**config.mk**
```make
export PLATFORM = sky130hd
export DESIGN_NAME = base64_stream_encoder
export DESIGN_NICKNAME = d
export VERILOG_FILES = /design/src/design/b64e_pkg.sv /design/src/design/base64_stream_encoder.sv /design/src/design/b64e_front.sv /design/src/design/b64e_queue.sv /design/src/design/b64e_back.sv
export SDC_FILE = /design/constraint.sdc
export NUM_CORES = 1
export LEC_CHECK = 0
export ABC_AREA = 1
export BUFFER_PORTS_ARGS = -buffer_cell sky130_fd_sc_hd__buf_2
export CAP_MARGIN = 20
export CELL_PAD_IN_SITES_DETAIL_PLACEMENT = 0
export CELL_PAD_IN_SITES_GLOBAL_PLACEMENT = 1
export CORE_ASPECT_RATIO = 2
export CORE_MARGIN = 1.5
export CORE_UTILIZATION = 46
export CTS_CLUSTER_DIAMETER = 100
export DETAILED_ROUTE_END_ITERATION = 7
export PLACE_DENSITY_LB_ADDON = 0.1
export SKIP_LAST_GASP = 1
export SLEW_MARGIN = 20
export SYNTH_ARGS = -nofsm -noshare
export SYNTH_HDL_FRONTEND = slang
export SYNTH_HIERARCHICAL = 1
export SYNTH_SLANG_ARGS = --single-unit
```
**constraint.sdc**
```tcl
create_clock -name i_clk -period 3.2 [get_ports i_clk]
set_clock_uncertainty 0.2 [all_clocks]
set_input_delay 0.64 -clock i_clk [delete_from_list [all_inputs] [get_ports i_clk]]
set_output_delay 0.64 -clock i_clk [all_outputs]
set_load 0.05 [all_outputs]
```
**src/design/b64e_pkg.sv**
```systemverilog
// Shared types, constants and the alphabet lookup for the base64 stream encoder.
`default_nettype none

package b64e_pkg;

    // Position of the next byte within its three-byte group.
    localparam logic [1:0] POS_FIRST  = 2'd0;
    localparam logic [1:0] POS_SECOND = 2'd1;
    localparam logic [1:0] POS_THIRD  = 2'd2;

    localparam logic [7:0] PAD_CHAR = 8'h3D;

    localparam int QUEUE_DEPTH = 2;

    // One byte's worth of output characters, waiting to be sent.
    typedef struct packed {
        logic [3:0][7:0] chars;
        logic [1:0]      last_idx;
        logic            end_flag;
    } t_job;

    // Maps a six-bit code onto the standard base64 alphabet.
    function automatic logic [7:0] b64e_sym(input logic [5:0] code);
        logic [7:0] wide;
        wide = {2'b00, code};
        if (code < 6'd26) begin
            b64e_sym = 8'h41 + wide;
        end else if (code < 6'd52) begin
            b64e_sym = 8'h61 + wide - 8'd26;
        end else if (code < 6'd62) begin
            b64e_sym = 8'h30 + wide - 8'd52;
        end else if (code == 6'd62) begin
            b64e_sym = 8'h2B;
        end else begin
            b64e_sym = 8'h2F;
        end
    endfunction

endpackage

`default_nettype wire

```
**src/design/base64_stream_encoder.sv**
```systemverilog
// Each accepted byte is queued as a job before its characters enter the output register.
// Throughput: one character per cycle while the output is not stalled, set by the single
// output register; a byte yields one, two, three or four characters, four per three bytes.
// A two-entry job queue lets the input keep taking beats while characters wait at the output.
// Reset (synchronous, active low) empties the queue and output and restarts the group.
`default_nettype none

module base64_stream_encoder import b64e_pkg::*; (
    input  wire logic       i_clk,
    input  wire logic       i_rst_n,
    input  wire logic       i_valid,
    output logic            o_ready,
    input  wire logic [7:0] i_data_byte,
    input  wire logic       i_final_byte,
    output logic            o_valid,
    input  wire logic       i_ready,
    output logic [7:0]      o_out_char,
    output logic            o_end_of_text
);

    // The front end turns each accepted beat into one job holding all the characters
    // that byte completes, including any pad characters on the final byte.
    t_job front_job;
    t_job head_job;
    logic queue_full;
    logic queue_valid;
    logic queue_pop;
    logic accept;

    // A beat is taken whenever the queue has room, regardless of the output side.
    assign o_ready = !queue_full;
    assign accept  = i_valid && o_ready;

    b64e_front u_front (
        .i_clk        (i_clk),
        .i_rst_n      (i_rst_n),
        .i_accept     (accept),
        .i_data_byte  (i_data_byte),
        .i_final_byte (i_final_byte),
        .o_job        (front_job)
    );

    b64e_queue u_queue (
        .i_clk   (i_clk),
        .i_rst_n (i_rst_n),
        .i_push  (accept),
        .i_job   (front_job),
        .o_full  (queue_full),
        .o_valid (queue_valid),
        .i_pop   (queue_pop),
        .o_job   (head_job)
    );

    // The back end walks through the head job a character at a time and frees
    // the queue entry when its last character moves into the output register.
    b64e_back u_back (
        .i_clk         (i_clk),
        .i_rst_n       (i_rst_n),
        .i_job_valid   (queue_valid),
        .i_job         (head_job),
        .o_pop         (queue_pop),
        .o_valid       (o_valid),
        .i_ready       (i_ready),
        .o_out_char    (o_out_char),
        .o_end_of_text (o_end_of_text)
    );

endmodule

`default_nettype wire

```
**src/design/b64e_front.sv**
```systemverilog
// Front end: tracks the group position and turns each accepted byte into a character job.
`default_nettype none

module b64e_front import b64e_pkg::*; (
    input  wire logic       i_clk,
    input  wire logic       i_rst_n,
    input  wire logic       i_accept,
    input  wire logic [7:0] i_data_byte,
    input  wire logic       i_final_byte,
    output t_job            o_job
);

    logic [1:0] r_pos;
    logic [3:0] r_left;
    logic [1:0] n_pos;
    logic [3:0] n_left;

    always_comb begin
        o_job.chars    = {PAD_CHAR, PAD_CHAR, 8'h00, 8'h00};
        o_job.end_flag = i_final_byte;
        unique case (r_pos)
            POS_SECOND: begin
                o_job.chars[0] = b64e_sym({r_left[1:0], i_data_byte[7:4]});
                o_job.chars[1] = b64e_sym({i_data_byte[3:0], 2'b00});
                o_job.last_idx = i_final_byte ? 2'd2 : 2'd0;
                n_pos          = POS_THIRD;
                n_left         = i_data_byte[3:0];
            end
            POS_THIRD: begin
                o_job.chars[0] = b64e_sym({r_left, i_data_byte[7:6]});
                o_job.chars[1] = b64e_sym(i_data_byte[5:0]);
                o_job.last_idx = 2'd1;
                n_pos          = POS_FIRST;
                n_left         = 4'd0;
            end
            default: begin
                // The unused position code behaves as the first byte of a group.
                o_job.chars[0] = b64e_sym(i_data_byte[7:2]);
                o_job.chars[1] = b64e_sym({i_data_byte[1:0], 4'b0000});
                o_job.last_idx = i_final_byte ? 2'd3 : 2'd0;
                n_pos          = POS_SECOND;
                n_left         = {2'b00, i_data_byte[1:0]};
            end
        endcase
        if (i_final_byte) begin
            n_pos  = POS_FIRST;
            n_left = 4'd0;
        end
    end

    always_ff @(posedge i_clk) begin
        if (!i_rst_n) begin
            r_pos  <= POS_FIRST;
            r_left <= 4'd0;
        end else if (i_accept) begin
            r_pos  <= n_pos;
            r_left <= n_left;
        end
    end

endmodule

`default_nettype wire

```
**src/design/b64e_queue.sv**
```systemverilog
// Two-entry job queue between the front end and the character sender.
`default_nettype none

module b64e_queue import b64e_pkg::*; (
    input  wire logic i_clk,
    input  wire logic i_rst_n,
    input  wire logic i_push,
    input  t_job      i_job,
    output logic      o_full,
    output logic      o_valid,
    input  wire logic i_pop,
    output t_job      o_job
);

    t_job       r_mem [QUEUE_DEPTH];
    logic       r_wr_ptr;
    logic       r_rd_ptr;
    logic [1:0] r_count;

    assign o_full  = (r_count == 2'(QUEUE_DEPTH));
    assign o_valid = (r_count != 2'd0);
    assign o_job   = r_mem[r_rd_ptr];

    always_ff @(posedge i_clk) begin
        if (i_push) begin
            r_mem[r_wr_ptr] <= i_job;
        end
    end

    always_ff @(posedge i_clk) begin
        if (!i_rst_n) begin
            r_wr_ptr <= 1'b0;
            r_rd_ptr <= 1'b0;
            r_count  <= 2'd0;
        end else begin
            if (i_push) begin
                r_wr_ptr <= ~r_wr_ptr;
            end
            if (i_pop) begin
                r_rd_ptr <= ~r_rd_ptr;
            end
            if (i_push && !i_pop) begin
                r_count <= r_count + 2'd1;
            end else if (i_pop && !i_push) begin
                r_count <= r_count - 2'd1;
            end
        end
    end

endmodule

`default_nettype wire

```
**src/design/b64e_back.sv**
```systemverilog
// Back end: sends head job characters one per cycle if unstalled, via an output register.
`default_nettype none

module b64e_back import b64e_pkg::*; (
    input  wire logic       i_clk,
    input  wire logic       i_rst_n,
    input  wire logic       i_job_valid,
    input  t_job            i_job,
    output logic            o_pop,
    output logic            o_valid,
    input  wire logic       i_ready,
    output logic [7:0]      o_out_char,
    output logic            o_end_of_text
);

    logic       r_valid;
    logic [1:0] r_idx;
    logic [7:0] r_char;
    logic       r_end;
    logic       load;
    logic       is_last;

    assign load    = !r_valid || i_ready;
    assign is_last = (r_idx == i_job.last_idx);
    assign o_pop   = load && i_job_valid && is_last;

    assign o_valid       = r_valid;
    assign o_out_char    = r_char;
    assign o_end_of_text = r_end;

    always_ff @(posedge i_clk) begin
        if (load && i_job_valid) begin
            r_char <= i_job.chars[r_idx];
            r_end  <= i_job.end_flag && is_last;
        end
    end

    always_ff @(posedge i_clk) begin
        if (!i_rst_n) begin
            r_valid <= 1'b0;
            r_idx   <= 2'd0;
        end else if (load) begin
            r_valid <= i_job_valid;
            if (i_job_valid) begin
                r_idx <= is_last ? 2'd0 : r_idx + 2'd1;
            end
        end
    end

endmodule

`default_nettype wire

```
==> summary.txt <==
status - finished with violations
failing checks - design-rule violations
share of the yosys chip area belonging to registers - 43.08%
Num CTS Buffers - 9
Min Clock Period, post-route - 2539 ps
Comb power frac - 36.4%
1st-iter DRT viols - 259
PwrDens - 686.9 mW/mm^2
NetSw - 1.578 mW
PortBufs - 23
total instance count after detailed placement - 838
GPL Wtd Cong - 0.9341
unrepaired setup endpoints after global routing - no
Global Route met1 Usage - 20.13%
Clock Path Buffers - 2
Post-synth EDFFs - 79
FP Rows - 59
Main synth FF type - edfxtp_1
critical path data required time - 3080 ps
non-filler instance count after layout - 854
share of the synthesized area in the top cell type - 38.53%
worst setup margin - 661.2 ps
Synth-to-Final Area Change - 6.117%
Peak supply drop - 261.3 uV
top cells by area, synth - edfxtp_1 39%, nand2_1 9.8%, mux2_4 7.3%
multi-input logic area - 0.002917 mm^2
CTS Sinks - 93
total grt overflow - 0
post-CTS sizing - 0
ratio of cells with drive above 1 in the final layout - 18.95%
H-tree depth - 3
Synth Cell Area - 0.006157 mm^2
met3 usage - 2.725%
Design Area, Final - 0.006534 mm^2
Yosys top cell by area - edfxtp_1
initial core utilization - 47.12%
Synth Instances - 682
drt wl/cell - 17.44 um
Synth warnings - 6
internal power - 2.910 mW
vias per cell - 5.405
gr usage total - 21.98%
Pleak - 2.734 nW
number of global-route vias before repair - 4,800
final setup fails - 0
# nets final - 732
clock power share - 24.0%
fraction of registers with async set/reset - 0%
worst endpoint data arrival time - 2420 ps
CTS tree - yes
first-pass GRT wire length - 23,900 um
WHS - 301.4 ps
CTS root buffer - clkbuf_16
# fillers - 1,258
switch share - 35.17%
Hold Buf Count CTS - 0
Max-Cap Viols - 0
met2 Track Usage GR - 42.09%
Routed WL - 14,900 um
CTS clk-pin slew, worst paths - 60 ps
mean area per synthesized cell - 9.028 um^2
Most Crowded Layer GR - met2
crit share post-route - 79.34%
Setup TNS - 0 ps
max_slew headroom - 60.76%
DRT Pass-1 Iters - 8
Worst Setup End Kind - register
IO Count - 24
pin count of the biggest net entering global routing - 36
later-pin clock latency in the skew report - 340 ps
antenna violations before repair - 0
dpl ws - 332.8 ps
Yosys reg bits - 93
number of diodes - 0
DRC viols - 4
Placed Area - 0.006221 mm^2
Post-CTS Setup Inserts - 0
Max Clock Freq - 0.3939 GHz
register area - 0.002654 mm^2
HPWL Detailed - 11,690 um
Slew @ Worst Pin - 588.6 ps
startpoint types - primary input
die area - 0.01413 mm^2
Worst Hold Class - register to register
Chip Height - 166.6 um
core area - 0.01307 mm^2
Yosys cell types - 49
Fin. Hold Viols - 0
worst setup path category - primary input to register
CP Max Fanout - 11
Die X - 84.81 um
Sequential Power Share - 39.6%
Routed Antenna Nets - 0
via count - 4,616
Final Max Slew Viols - 0
==> worst max-delay path: stages <==
cell	delay, ps
buf_2	210
ha_1	460
inv_2	100
nor2_2	400
inv_1	180
nand2_1	120
o211ai_1	110
o211ai_1	100
nand2_1	90
==> layer usage <==
metal	wire length (um)	vias to the layer above
met5	0	-
met2	8162	149
met1	5165	2114
met4	1077	0
met3	490	52
li1	-	2301
==> layout make-up <==
cell class	count	area share [%]
sequential	93	40.62
inverter	76	4.481
multi-input combinational	487	44.64
clock buffer	13	4.155
clock inverter	3	0.6319
tap	152	2.911
timing repair buffer	30	2.566
==> cell families (layout without fill, tap and decap cells) <==
logic type	after synthesis	count (layout)	share of synthesized area, %
AND/OR/NAND/NOR	302	302	22.01
buffers and inverters	116	122	10.53
AO/OA/AOI/OAI	106	106	10.71
multiplexers	35	35	8.230
XOR/XNOR	6	6	0.8536
other	2	16	0.1220
flip-flops	93	93	43.08
adder cells (fa/ha/maj)	22	22	4.471
==> flip-flops by register name, summed over array words and instances, names as in the netlist, named ones only <==
signal                flops
u_back/o_end_of_text      1
u_queue/r_count           2
u_queue/r_mem            70
u_back/r_idx              2
u_back/o_valid            1
u_front/r_pos             2
u_queue/r_wr_ptr          1
u_queue/r_rd_ptr          1
u_front/r_left            4
u_back/o_out_char         8
==> power by group through the flow <==
stage          registers [mW]  logic, mW  clock network (mW)
2_1_floorplan            2.00       1.16                   0
3_3_place_gp             1.80       1.63                   0
3_5_place_dp             1.81       1.64                   0
4_1_cts                  1.78       1.65                1.10
5_1_grt                  1.80       1.78                1.14
6_report                 1.78       1.63                1.08
==> cell usage after synthesis (10+ instances only) <==
cell      count
a21oi_1      21
edfxtp_1     79
buf_4        23
nand3_1      53
mux2_4       30
dfxtp_1      14
nand4_1      10
o21ai_0      35
inv_2        17
nor2_1       53
o211ai_1     14
nand2_1     160
inv_1        54
ha_1         22
==> placed cells by master, fill, tap and decap left out, types with 2 or more instances in the layout <==
cell type,n
buf_4,7
o21ai_1,8
inv_2,17
nor2_1,52
a21oi_1,21
nand4_1,10
nor2_2,5
conb_1,16
o21ai_0,35
nor2_8,2
inv_4,4
xnor2_1,3
edfxtp_1,79
a31oi_1,2
o211ai_1,14
inv_1,54
clkbuf_16,10
nor2_4,5
nand2_2,7
nand2_1,160
o22ai_1,8
mux2_4,30
nand3_1,53
buf_2,23
dfxtp_1,13
clkinv_1,2
mux2_2,5
a211oi_1,2
xor2_1,3
nand2_4,2
a21oi_2,5
nor3_1,3
ha_1,22
clkbuf_1,2
o31ai_1,2
==> worst paths after layout <==
path	cells after the start	slack, ps	from	to
worst max-delay path	9	660	i_data_byte[5]	u_queue/r_mem[1][15]
worst min-delay path	2	300	u_front/r_pos[1]	u_front/r_pos[1]
worst min register to register	2	300	u_front/r_pos[1]	u_front/r_pos[1]
worst max register to register	8	700	u_front/r_pos[0]	u_queue/r_mem[0][18]
==> through the flow <==
stage	total power, mW	util [%]
after global routing	4.730	50.00
after detailed placement	3.453	47.61
after global placement	3.427	47.61
final	4.488	50.00
after floorplan	3.162	-
after CTS	4.536	50.00
No activity file was read; power rests on OpenSTA's default activity.
